### src/design/slsw_pkg.sv
`default_nettype none

package slsw_pkg;

   localparam logic [1:0] OP_TICK  = 2'd0;
   localparam logic [1:0] OP_SHOW  = 2'd1;
   localparam logic [1:0] OP_CMD   = 2'd2;
   localparam logic [1:0] OP_CLEAR = 2'd3;

   localparam int DIGITS      = 4;
   localparam int FRAMES_SHOW = 7;
   localparam int CMD_LEN     = 12;
   localparam int SHOW_LEN    = 13;

   localparam int SEG_CODES = 13;

   // segment patterns for codes 0-9, C, blank, dash
   localparam logic [6:0] SEG_TABLE [SEG_CODES] = '{
      7'h7B, 7'h12, 7'h67, 7'h57, 7'h1E, 7'h5D, 7'h7D,
      7'h13, 7'h7F, 7'h5F, 7'h69, 7'h00, 7'h04
   };

   // segment bit carried by each address frame
   localparam logic [2:0] FRAME_SEG_BIT [FRAMES_SHOW] = '{
      3'd0, 3'd1, 3'd4, 3'd6, 3'd5, 3'd3, 3'd2
   };

   typedef logic [3:0] digit_type;

   typedef struct packed {
      logic [1:0]  kind;
      logic [2:0]  frame;
      digit_type   [DIGITS-1:0] digits;
      logic [7:0]  command;
   } frame_ctx_type;

endpackage

`default_nettype wire

### src/design/slsw_bit_gen.sv
`default_nettype none

module slsw_bit_gen #(
   parameter int POS_W = 9
) (
   input  wire slsw_pkg::frame_ctx_type ctx,
   input  wire logic [POS_W-1:0]        pos,
   output logic                         data_bit
);

   logic [3:0]  pos_lo;
   logic [5:0]  addr;
   logic [1:0]  digit_sel;
   logic [3:0]  code;
   logic [6:0]  seg;
   logic [2:0]  seg_bit;

   assign pos_lo    = pos[3:0];
   assign addr      = (ctx.kind == slsw_pkg::OP_SHOW) ? {3'b000, ctx.frame} : 6'd0;
   // pos 9 carries the fourth digit, pos 12 the first
   assign digit_sel = 2'(4'd12 - pos_lo);
   assign code      = ctx.digits[digit_sel];
   assign seg       = (code < 4'(slsw_pkg::SEG_CODES)) ? slsw_pkg::SEG_TABLE[code] : 7'd0;
   assign seg_bit   = (ctx.frame < 3'(slsw_pkg::FRAMES_SHOW)) ?
                      slsw_pkg::FRAME_SEG_BIT[ctx.frame] : 3'd0;

   always_comb begin
      data_bit = 1'b0;
      if (ctx.kind == slsw_pkg::OP_CMD) begin
         if (pos < POS_W'(4)) begin
            data_bit = (pos == POS_W'(0));
         end else if (pos < POS_W'(slsw_pkg::CMD_LEN)) begin
            data_bit = ctx.command[3'(4'd11 - pos_lo)];
         end
      end else begin
         if (pos < POS_W'(3)) begin
            data_bit = (pos != POS_W'(1));
         end else if (pos < POS_W'(9)) begin
            data_bit = addr[3'(4'd8 - pos_lo)];
         end else if (ctx.kind == slsw_pkg::OP_SHOW && pos < POS_W'(slsw_pkg::SHOW_LEN)
                      && ctx.frame < 3'(slsw_pkg::FRAMES_SHOW)) begin
            data_bit = seg[seg_bit];
         end
      end
   end

endmodule

`default_nettype wire

### src/design/segment_lcd_serial_writer.sv
`default_nettype none

// Three-wire LCD write sequencer. A show, command or clear request latches its
// operands; each following tick item moves the pins by one half-bit (clock low
// with data, then clock high) and ends each frame with one tick raising chip
// select. Every item, request or tick, yields exactly one result carrying the
// pin levels after it. Unless a result waits untaken, one item is taken per
// clock: the state update and the result register load happen on the same edge,
// and req_ready stays high while a waiting result is taken. A show transfer is 7
// frames of 13 bits (189 ticks), a command 25 ticks, a clear 2*(9+8*CLEAR_BYTES)+1 ticks.
module segment_lcd_serial_writer #(
   parameter int CLEAR_BYTES = 16
) (
   input  wire logic       clock,
   input  wire logic       reset,
   input  wire logic       req_valid,
   output logic            req_ready,
   input  wire logic [1:0] req_op,
   input  wire logic [3:0] req_digit_first,
   input  wire logic [3:0] req_digit_second,
   input  wire logic [3:0] req_digit_third,
   input  wire logic [3:0] req_digit_fourth,
   input  wire logic [7:0] req_command_byte,
   output logic            rsp_valid,
   input  wire logic       rsp_ready,
   output logic            rsp_chip_select_n,
   output logic            rsp_write_clock,
   output logic            rsp_serial_data,
   output logic            rsp_busy_res,
   output logic            rsp_refused,
   output logic            rsp_done_res
);

   localparam int CLEAR_LEN = 9 + 8 * CLEAR_BYTES;
   localparam int POS_W     = $clog2(CLEAR_LEN + 1);

   logic                    active_ff, active_in;
   slsw_pkg::frame_ctx_type ctx_ff, ctx_in;
   logic [POS_W-1:0]        pos_ff, pos_in;
   logic                    phase_ff, phase_in;
   logic                    cs_ff, cs_in;
   logic                    wr_ff, wr_in;
   logic                    data_ff, data_in;
   logic                    rsp_valid_ff, rsp_valid_in;
   logic                    refused_ff, refused_in;
   logic                    done_ff, done_in;

   logic                    accept;
   logic                    data_bit;
   logic [POS_W-1:0]        frame_len;
   logic [2:0]              frame_next;
   logic [2:0]              frame_total;

   slsw_bit_gen #(.POS_W(POS_W)) u_bit_gen (
      .ctx      (ctx_ff),
      .pos      (pos_ff),
      .data_bit (data_bit)
   );

   assign req_ready = !rsp_valid_ff || rsp_ready;
   assign accept    = req_valid && req_ready;

   always_comb begin
      unique case (ctx_ff.kind)
         slsw_pkg::OP_CMD:  frame_len = POS_W'(slsw_pkg::CMD_LEN);
         slsw_pkg::OP_SHOW: frame_len = POS_W'(slsw_pkg::SHOW_LEN);
         default:           frame_len = POS_W'(CLEAR_LEN);
      endcase
   end

   assign frame_total = (ctx_ff.kind == slsw_pkg::OP_SHOW) ?
                        3'(slsw_pkg::FRAMES_SHOW) : 3'd1;
   assign frame_next  = ctx_ff.frame + 3'd1;

   always_comb begin
      active_in    = active_ff;
      ctx_in       = ctx_ff;
      pos_in       = pos_ff;
      phase_in     = phase_ff;
      cs_in        = cs_ff;
      wr_in        = wr_ff;
      data_in      = data_ff;
      refused_in   = refused_ff;
      done_in      = done_ff;
      rsp_valid_in = rsp_valid_ff && !rsp_ready;
      if (accept) begin
         rsp_valid_in = 1'b1;
         refused_in   = 1'b0;
         done_in      = 1'b0;
         if (req_op != slsw_pkg::OP_TICK) begin
            if (active_ff) begin
               refused_in = 1'b1;
            end else begin
               active_in         = 1'b1;
               ctx_in.kind       = req_op;
               ctx_in.frame      = 3'd0;
               ctx_in.digits[0]  = req_digit_first;
               ctx_in.digits[1]  = req_digit_second;
               ctx_in.digits[2]  = req_digit_third;
               ctx_in.digits[3]  = req_digit_fourth;
               ctx_in.command    = req_command_byte;
               pos_in            = '0;
               phase_in          = 1'b0;
            end
         end else if (active_ff) begin
            priority if (pos_ff >= frame_len) begin
               // end of frame: raise select, move to next frame or finish the transfer
               cs_in        = 1'b1;
               ctx_in.frame = frame_next;
               pos_in       = '0;
               phase_in     = 1'b0;
               if (frame_next >= frame_total) begin
                  active_in    = 1'b0;
                  ctx_in.frame = 3'd0;
                  done_in      = 1'b1;
               end
            end else if (!phase_ff) begin
               cs_in    = 1'b0;
               wr_in    = 1'b0;
               data_in  = data_bit;
               phase_in = 1'b1;
            end else begin
               wr_in    = 1'b1;
               phase_in = 1'b0;
               pos_in   = pos_ff + POS_W'(1);
            end
         end
      end
   end

   always_ff @(posedge clock) begin
      if (reset) begin
         active_ff    <= 1'b0;
         ctx_ff       <= '0;
         pos_ff       <= '0;
         phase_ff     <= 1'b0;
         cs_ff        <= 1'b1;
         wr_ff        <= 1'b1;
         data_ff      <= 1'b0;
         rsp_valid_ff <= 1'b0;
         refused_ff   <= 1'b0;
         done_ff      <= 1'b0;
      end else begin
         active_ff    <= active_in;
         ctx_ff       <= ctx_in;
         pos_ff       <= pos_in;
         phase_ff     <= phase_in;
         cs_ff        <= cs_in;
         wr_ff        <= wr_in;
         data_ff      <= data_in;
         rsp_valid_ff <= rsp_valid_in;
         refused_ff   <= refused_in;
         done_ff      <= done_in;
      end
   end

   assign rsp_valid         = rsp_valid_ff;
   assign rsp_chip_select_n = cs_ff;
   assign rsp_write_clock   = wr_ff;
   assign rsp_serial_data   = data_ff;
   assign rsp_busy_res      = active_ff;
   assign rsp_refused       = refused_ff;
   assign rsp_done_res      = done_ff;

   a_done_idle: assert property (@(posedge clock) disable iff (reset)
      done_ff |-> !active_ff)
      else $error("done flagged while transfer still active");

   a_flags_excl: assert property (@(posedge clock) disable iff (reset)
      !(done_ff && refused_ff))
      else $error("done and refused in the same item");

   a_high_phase_selected: assert property (@(posedge clock) disable iff (reset)
      phase_ff |-> (!cs_ff && !wr_ff && active_ff))
      else $error("clock low phase outside a selected frame");

   a_idle_counters: assert property (@(posedge clock) disable iff (reset)
      !active_ff |-> (ctx_ff.frame == 3'd0 && pos_ff == '0))
      else $error("frame counters not cleared while idle");

   a_refused_no_change: assert property (@(posedge clock) disable iff (reset)
      (accept && active_ff && req_op != slsw_pkg::OP_TICK) |=>
      ($stable(ctx_ff) && $stable(pos_ff) && refused_ff))
      else $error("refused request altered transfer state");

endmodule

`default_nettype wire

### config.mk
export PLATFORM = sky130hd
export DESIGN_NAME = segment_lcd_serial_writer
export DESIGN_NICKNAME = d
export VERILOG_FILES = /design/src/design/slsw_pkg.sv /design/src/design/slsw_bit_gen.sv /design/src/design/segment_lcd_serial_writer.sv
export SDC_FILE = /design/constraint.sdc
export NUM_CORES = 1
export LEC_CHECK = 0
export ABC_AREA = 1
export BUFFER_PORTS_ARGS = -buffer_cell sky130_fd_sc_hd__buf_4
export CORE_UTILIZATION = 39
export CTS_BUF_LIST = sky130_fd_sc_hd__clkbuf_4 sky130_fd_sc_hd__clkbuf_8
export CTS_CLUSTER_SIZE = 8
export DETAILED_ROUTE_END_ITERATION = 8
export PLACE_DENSITY = 0.6
export SLEW_MARGIN = 20
export SYNTH_ARGS = -nofsm -noshare
export SYNTH_HDL_FRONTEND = slang
export SYNTH_HIERARCHICAL = 1
export SYNTH_SLANG_ARGS = --single-unit
### constraint.sdc
create_clock -name clock -period 4.4 [get_ports clock]
set_clock_uncertainty 0.1 [all_clocks]
set_input_delay 0.88 -clock clock [delete_from_list [all_inputs] [get_ports clock]]
set_output_delay 0.88 -clock clock [all_outputs]
set_load 0.01 [all_outputs]
Word-level counts from Yosys, hierarchy flattened:

Memory sizes are Yosys's and may differ from the RTL's.
Index checks and enable logic that the tools add are counted.

* register bits: 45
* memory bits (read-only): 136
* bits of input ports: 30
* output and inout bits: 8
* word-level logic and storage cells: 120
* memories: 2

Memory list
* (name not given): words 16, width 7, rd ports 1, clocked after Yosys merged registers in 0, write ports 0, line slsw_bit_gen.sv:23 `assign seg = (code < 4'(slsw_pkg::SEG_CODES)) ? slsw_pkg::SEG_TABLE[code] : 7'd0;`
* (name not given): words 8, width 3, rd ports 1, clocked after Yosys merged registers in 0, write ports 0, line slsw_bit_gen.sv:25 `slsw_pkg::FRAME_SEG_BIT[ctx.frame] : 3'd0;`

* add/sub/neg operators: 5
* order comparisons: 15
* equality and inequality tests: 5
* muxes and demuxes: 52
* bitwise logic cells: 6
* reduce and logical (&&, ||, !) cells: 19

Operator list (count)
* two-way mux 8 bit: 5
* two-way mux 1 bit: 28
* two-way mux 27 bit: 1
* two-way mux 3 bit: 9
* < comparator 8 x 4 -> 1 bit, second input constant: 3
* two-way mux 7 bit: 3
* one-hot mux 8 bit (2 select lines): 1
* AND reduction 4 bit: 4
* < comparator 3 x 4 -> 1 bit, second input constant: 3
* binary-select mux 1 bit (select 3 bit): 3
* adder 8 x 1 -> 8 bit, second input constant: 1
* binary-select mux 4 bit (select 2 bit): 1
* >= comparator 8 bit: 1
* zero test 8 bit: 1
* < comparator 8 x 2 -> 1 bit, second input constant: 1
* < comparator 8 x 3 -> 1 bit, second input constant: 1
* inequality test 8 x 1 -> 1 bit, second input constant: 1
* AND reduction 3 bit: 2
* nonzero test 2 bit: 3
* >= comparator 5 bit, second input constant: 1
* inverter 4 -> 5 bit: 1
* AND reduction 5 bit: 1
* >= comparator 4 bit, second input constant: 1
* logical AND 1 bit: 4
* other kinds (18): 22

Logic depth before layout (Yosys ltp):

* depth in word-level cells: 14
* depth in mapped cells: 22
* mapped depth without buffers: 20

Modules after synthesis:

Netlist, hierarchy kept.

By module, submodules not included
* segment_lcd_serial_writer: instances 1, cells an instance 318, area an instance 2283.4 µm², sequential area each 900.9 µm²
* slsw_bit_gen: instances 1, cells an instance 153, area an instance 763.2 µm², sequential area each 0.0 µm²

Least setup slack after synthesis:

OpenSTA, ideal clock, no wires.

* path type: register -> register
* from: reg pos_ff[0]
* to: reg data_ff, in the netlist rsp_serial_data
* setup time: 0.070 ns
* arrival time: 2.539 ns
* required time: 4.230 ns
* path slack: 1.691 ns
* stages on the path, launching flop included: 23
* path buffers: 2
* clock period less this slack: 2.709 ns
* cells stage by stage: dfxtp_1 -> inv_2 -> buf_6 -> ha_1 -> buf_2 -> inv_2 -> nand3_1 -> nand2_2 -> inv_1 -> ha_1 -> inv_1 -> nand3_1 -> nand3_1 -> nand3_1 -> nand2_1 -> nand2_1 -> nand2_1 -> nand3_1 -> nand2_1 -> nand2_1 -> nand2_1 -> nand3_1 -> a21oi_1

* word-level cells in the longest chain between the ends: 14
* elaborated cells between the ends (all ways): 35
* classes of those cells: add/sub (3); order compare (7); eq/ne (1); mux (17); bitwise (2); reduce/logical (4); memory (1)

Ends and longest elaborated chain
* start, declared: line segment_lcd_serial_writer.sv:39 `logic [POS_W-1:0] pos_ff, pos_in;`
* start signal, assigned: line segment_lcd_serial_writer.sv:146 `pos_ff <= pos_in;`
* subtractor 1 x 2 -> 2 bit: line slsw_bit_gen.sv:21 `assign digit_sel = 2'(4'd12 - pos_lo);`
* binary-select mux 4 bit (select 2 bit): line slsw_bit_gen.sv:22 `assign code = ctx.digits[digit_sel];`
* two-way mux 4 bit (implied by the code): line slsw_bit_gen.sv:22
* inverter 4 -> 5 bit (implied by the code): line slsw_bit_gen.sv:23
* memory (16 x 7 bit)
* two-way mux 7 bit (implied by the code) (2 in series): line slsw_bit_gen.sv:23
* two-way mux 7 bit: line slsw_bit_gen.sv:23
* binary-select mux 1 bit (select 3 bit): line slsw_bit_gen.sv:42 `data_bit = seg[seg_bit];`
* two-way mux 1 bit (implied by the code): line slsw_bit_gen.sv:42
* two-way mux 1 bit: line slsw_bit_gen.sv:40 `end else if (ctx.kind == slsw_pkg::OP_SHOW && pos < POS_W'(slsw_pkg::SHOW_LEN)`
* two-way mux 1 bit: line slsw_bit_gen.sv:38 `end else if (pos < POS_W'(9)) begin`
* two-way mux 1 bit: line slsw_bit_gen.sv:36 `if (pos < POS_W'(3)) begin`
* two-way mux 1 bit (*): line slsw_bit_gen.sv:29 `if (ctx.kind == slsw_pkg::OP_CMD) begin`
* net data_bit: line segment_lcd_serial_writer.sv:49 `logic data_bit;`
* end signal, assigned: line segment_lcd_serial_writer.sv:150 `data_ff <= data_in;`
* end, declared: line segment_lcd_serial_writer.sv:43 `logic data_ff, data_in;`

Mark *: on every way through the listed nets, which the timed path passes. The rest lies on a longest branch. The select of a mux whose other input is x is not followed.
A chain may end at the register's enable or synchronous reset.

Worst setup path in the final report:

Ends and elaborated chain as after synthesis.

==> run summary <==
The flow ran to the end, and the final reports show no timing, DRC or antenna violations. The slew at the pin with the worst max-slew slack is 1.00 ns, and the number of DRC markers in iteration 0 is 223. The max-cap violation count was 0; the proportion of layout cells with a drive suffix above 1 was 0.143. The ratio of final minimum period to clock period was 0.746; the area of the mapped netlist was 0.00305 mm2. Hold repair after CTS inserted 0 buffers. The smallest clock period supported by the final layout is computed as 3.28 ns.

The type of the worst min-delay path is flop to flop. No sink is reached through more buffers than the 2 on the longest clock path. In the synthesized netlist the dominant register cell turns out to be sky130_fd_sc_hd__dfxtp_1. The library cells used most frequently in the layout, excluding fill and tap cells, are sky130_fd_sc_hd__nand2_1, sky130_fd_sc_hd__nor2_1, sky130_fd_sc_hd__inv_1, sky130_fd_sc_hd__dfxtp_1, sky130_fd_sc_hd__nand3_1. For the combinational fraction of design power, the log shows 0.320. The global-route usage over all layers is 0.178, and the switching part of the total power is 0.357.

After detailed routing, the average wire length per cell comes to 11.4 um. The arrival time of data at the critical path endpoint is 3.43 ns, and the post-cts repair resize count is 0. Counting the buffers created by CTS gives 5. After filler insertion, the fill cell instance count of the layout stands at 772. The layout overhead on the synthesized area was 13.7%. Synthesis produced a netlist whose cell count is 471.

The H-tree was split into 2 levels. The die is 90.4 um tall. After global routing the overflow that remains totals 0. The clock root buffer is sky130_fd_sc_hd__clkbuf_8. Sum of negative setup slack: 0 ns. The number of nets in the synthesized netlist is 521. Summed over all nets, the switching power comes to 430 uW.

Setup violations remaining at the end of the flow were counted as 0. The critical path starts at pos_ff[0]. The netlist uses 34 different library cells. The first global-routing pass estimated 12.0 mm of wire. The number of global-route vias before repair was 2644. The internal portion of the total power is 774 uW. The count of nets left with antenna violations once routing finished came out at 0. The worst setup path is launched from a flop. CTS saw 45 sinks.

The run gives 5.21 mm as the estimated wirelength of the detail-placed design. The core area was 0.00741 mm2; the power per standard cell area was 348 mW/mm2. The count of buffers added on input and output ports is 37. The worst register-to-register path has a setup slack of 1.12 ns. The final max-slew violation count was 0. Setup repair after global routing left no endpoint under its margin.

The biggest area contributor in the post-synthesis netlist is sky130_fd_sc_hd__dfxtp_1. The maximum fanout along the worst path is 22. The final worst slack came out at 1.12 ns.

For the routability-driven placement congestion ratio, the log shows 0.877. During I/O placement, the number of pins put on the boundary was 38. The sequential share of power is 0.399. The total number of placement rows came out at 31.

The critical path in this run is classified as flop to flop. The launching point of the worst reg2reg path was pos_ff[0]. The async set or reset register ratio after synthesis is 0.

The maximum number of pins on one net before global-route repair came out at 42. After synthesis, the cell types taking the most area are sky130_fd_sc_hd__dfxtp_1, sky130_fd_sc_hd__nand2_1, sky130_fd_sc_hd__nor2_1. In this run, synthesis produced a sequential element count of 45. STA puts the critical path data required time at 4.55 ns. The tools report the initial core utilization as 0.411.

The clock transition time at the flip-flop clock pins of the worst setup and hold paths is 0.09 ns, and the total number of yosys warnings is 6. The die covers 0.00817 mm2. The number of antenna diodes in the final layout is 0. Timing would allow up to 304 MHz. The die is 90.4 um wide. Summed over all cells, the static leakage comes to 1.70 nW.

Before CTS, the worst setup slack after placement is 1.10 ns. The clock group share of total power was 0.281. The latest clock arrival within the worst-skew pair was 0.31 ns. The tools report the launch point of the worst hold path as rsp_done_res. A synthesized cell averages 6.47 um2.

The post-route core utilization was 0.468. Summed over all layers, the routed wires come to 6.84 mm. TritonCTS built the clock tree.

The tools report the number of remaining DRC errors as 0. The logs give 0 for the number of antenna violations at the first check in global routing and 0 for the count of endpoints failing hold in the final timing report. For the detailed-router iteration count before antenna repair, the log shows 5. The number of enable flip-flop cells after synthesis was 0; the sequential cell area fraction in the yosys report was 0.296. The kind of capture point of the worst setup path is a flop. After detailed routing, the number of vias per cell comes to 4.98. The worst-case IR drop observed on VDD is 0.134 mV. The run gives 551 as the final net count. Most frequent standard cell in the layout excluding fill and tap cells: sky130_fd_sc_hd__nand2_1. The post-CTS setup buffer count was 0; the portion of synthesized cell area occupied by the leading cell type was 0.296.

The logs give 0.327 for the relative slew slack and 2990 for the via count of the routed design.
-- worst paths after layout --
check	endpoint	cells after the start
setup / recovery	rsp_serial_data	20
hold / removal	rsp_done_res	2
setup reg to reg	rsp_serial_data	20
hold reg to reg	rsp_done_res	2
-- critical path, stage by stage, from the launching register on --
cell and delay, ns:
sky130_fd_sc_hd__dfxtp_1 0.79, sky130_fd_sc_hd__inv_2 0.26, sky130_fd_sc_hd__ha_1 0.48, sky130_fd_sc_hd__inv_2 0.17, sky130_fd_sc_hd__nand3_1 0.11, sky130_fd_sc_hd__nand2_2 0.12, sky130_fd_sc_hd__inv_1 0.07, sky130_fd_sc_hd__ha_1 0.17
sky130_fd_sc_hd__inv_1 0.06, sky130_fd_sc_hd__nand3_1 0.09, sky130_fd_sc_hd__nand3_1 0.09, sky130_fd_sc_hd__nand3_1 0.06, sky130_fd_sc_hd__nand2_1 0.08, sky130_fd_sc_hd__nand2_1 0.04, sky130_fd_sc_hd__nand2_1 0.06, sky130_fd_sc_hd__nand3_1 0.07
sky130_fd_sc_hd__nand2_1 0.06, sky130_fd_sc_hd__nand2_1 0.05, sky130_fd_sc_hd__nand2_1 0.06, sky130_fd_sc_hd__nand3_1 0.07, sky130_fd_sc_hd__a21oi_1 0.14
-- stage by stage --
stage	power [mW]	hold WS (ns)	instances	cell area [um2]
floorplan	0.788	0.349	471	3050
global placement	0.870	0.356	593	3340
detailed placement	0.877	0.362	593	3340
CTS	1.22	0.376	601	3460
global route	1.31	0.399	601	3460
finish	1.20	0.371	601	3460
-- synthesized netlist by cell type, types with 5 or more instances --
| cell | count |
|---|---|
| sky130_fd_sc_hd__a21oi_1 | 18 |
| sky130_fd_sc_hd__dfxtp_1 | 45 |
| sky130_fd_sc_hd__ha_1 | 20 |
| sky130_fd_sc_hd__inv_1 | 53 |
| sky130_fd_sc_hd__inv_2 | 5 |
| sky130_fd_sc_hd__nand2_1 | 106 |
| sky130_fd_sc_hd__nand2_2 | 10 |
| sky130_fd_sc_hd__nand3_1 | 38 |
| sky130_fd_sc_hd__nand4_1 | 7 |
| sky130_fd_sc_hd__nor2_1 | 90 |
| sky130_fd_sc_hd__o21ai_0 | 37 |
-- per-layer routing --
| layer | part of all wire | wire length, um | GRT usage | up-vias |
|---|---|---|---|---|
| li1 | - | - | - | 1564 |
| met1 | 0.52 | 3520 | 0.257 | 1340 |
| met2 | 0.42 | 2850 | 0.264 | 80 |
| met3 | 0.056 | 385 | 0.0320 | 6 |
| met4 | 0.011 | 76 | 0.0565 | 0 |
| met5 | 0 | 0 | 0 | - |
-- power by group through the flow --
stage,Sequential (mW),Combinational [mW],Clock [mW]
3_3_place_gp,0.490,0.380,0
3_5_place_dp,0.491,0.386,0
4_1_cts,0.481,0.387,0.348
2_1_floorplan,0.474,0.314,0
5_1_grt,0.487,0.454,0.364
6_report,0.481,0.385,0.338
-- cell families after synthesis --
kind of cell	synth area share
AO/OA/AOI/OAI	0.109
XOR/XNOR	0.00863
adder cells (fa/ha/maj)	0.0821
buffers and inverters	0.106
flip-flops	0.296
AND/OR/NAND/NOR	0.399
-- registers in the layout, indices dropped and copies added (netlist names) --
| register | flops |
|---|---|
| rsp_refused | 1 |
| phase_ff | 1 |
| rsp_valid | 1 |
| rsp_serial_data | 1 |
| rsp_write_clock | 1 |
| pos_ff | 8 |
| rsp_done_res | 1 |
| ctx_ff | 29 |
| rsp_chip_select_n | 1 |
| rsp_busy_res | 1 |
-- layout make-up --
cell class / instances / area (um2) / area share
Clock buffer: 6 / 82.6 / 0.0238
Clock inverter: 2 / 37.5 / 0.0108
Inverter: 58 / 218 / 0.0628
Multi-Input combinational cell: 354 / 1820 / 0.527
Sequential cell: 45 / 901 / 0.260
Tap cell: 99 / 124 / 0.0358
Timing Repair Buffer: 37 / 278 / 0.0802
No activity file was read; power rests on OpenSTA's default activity.
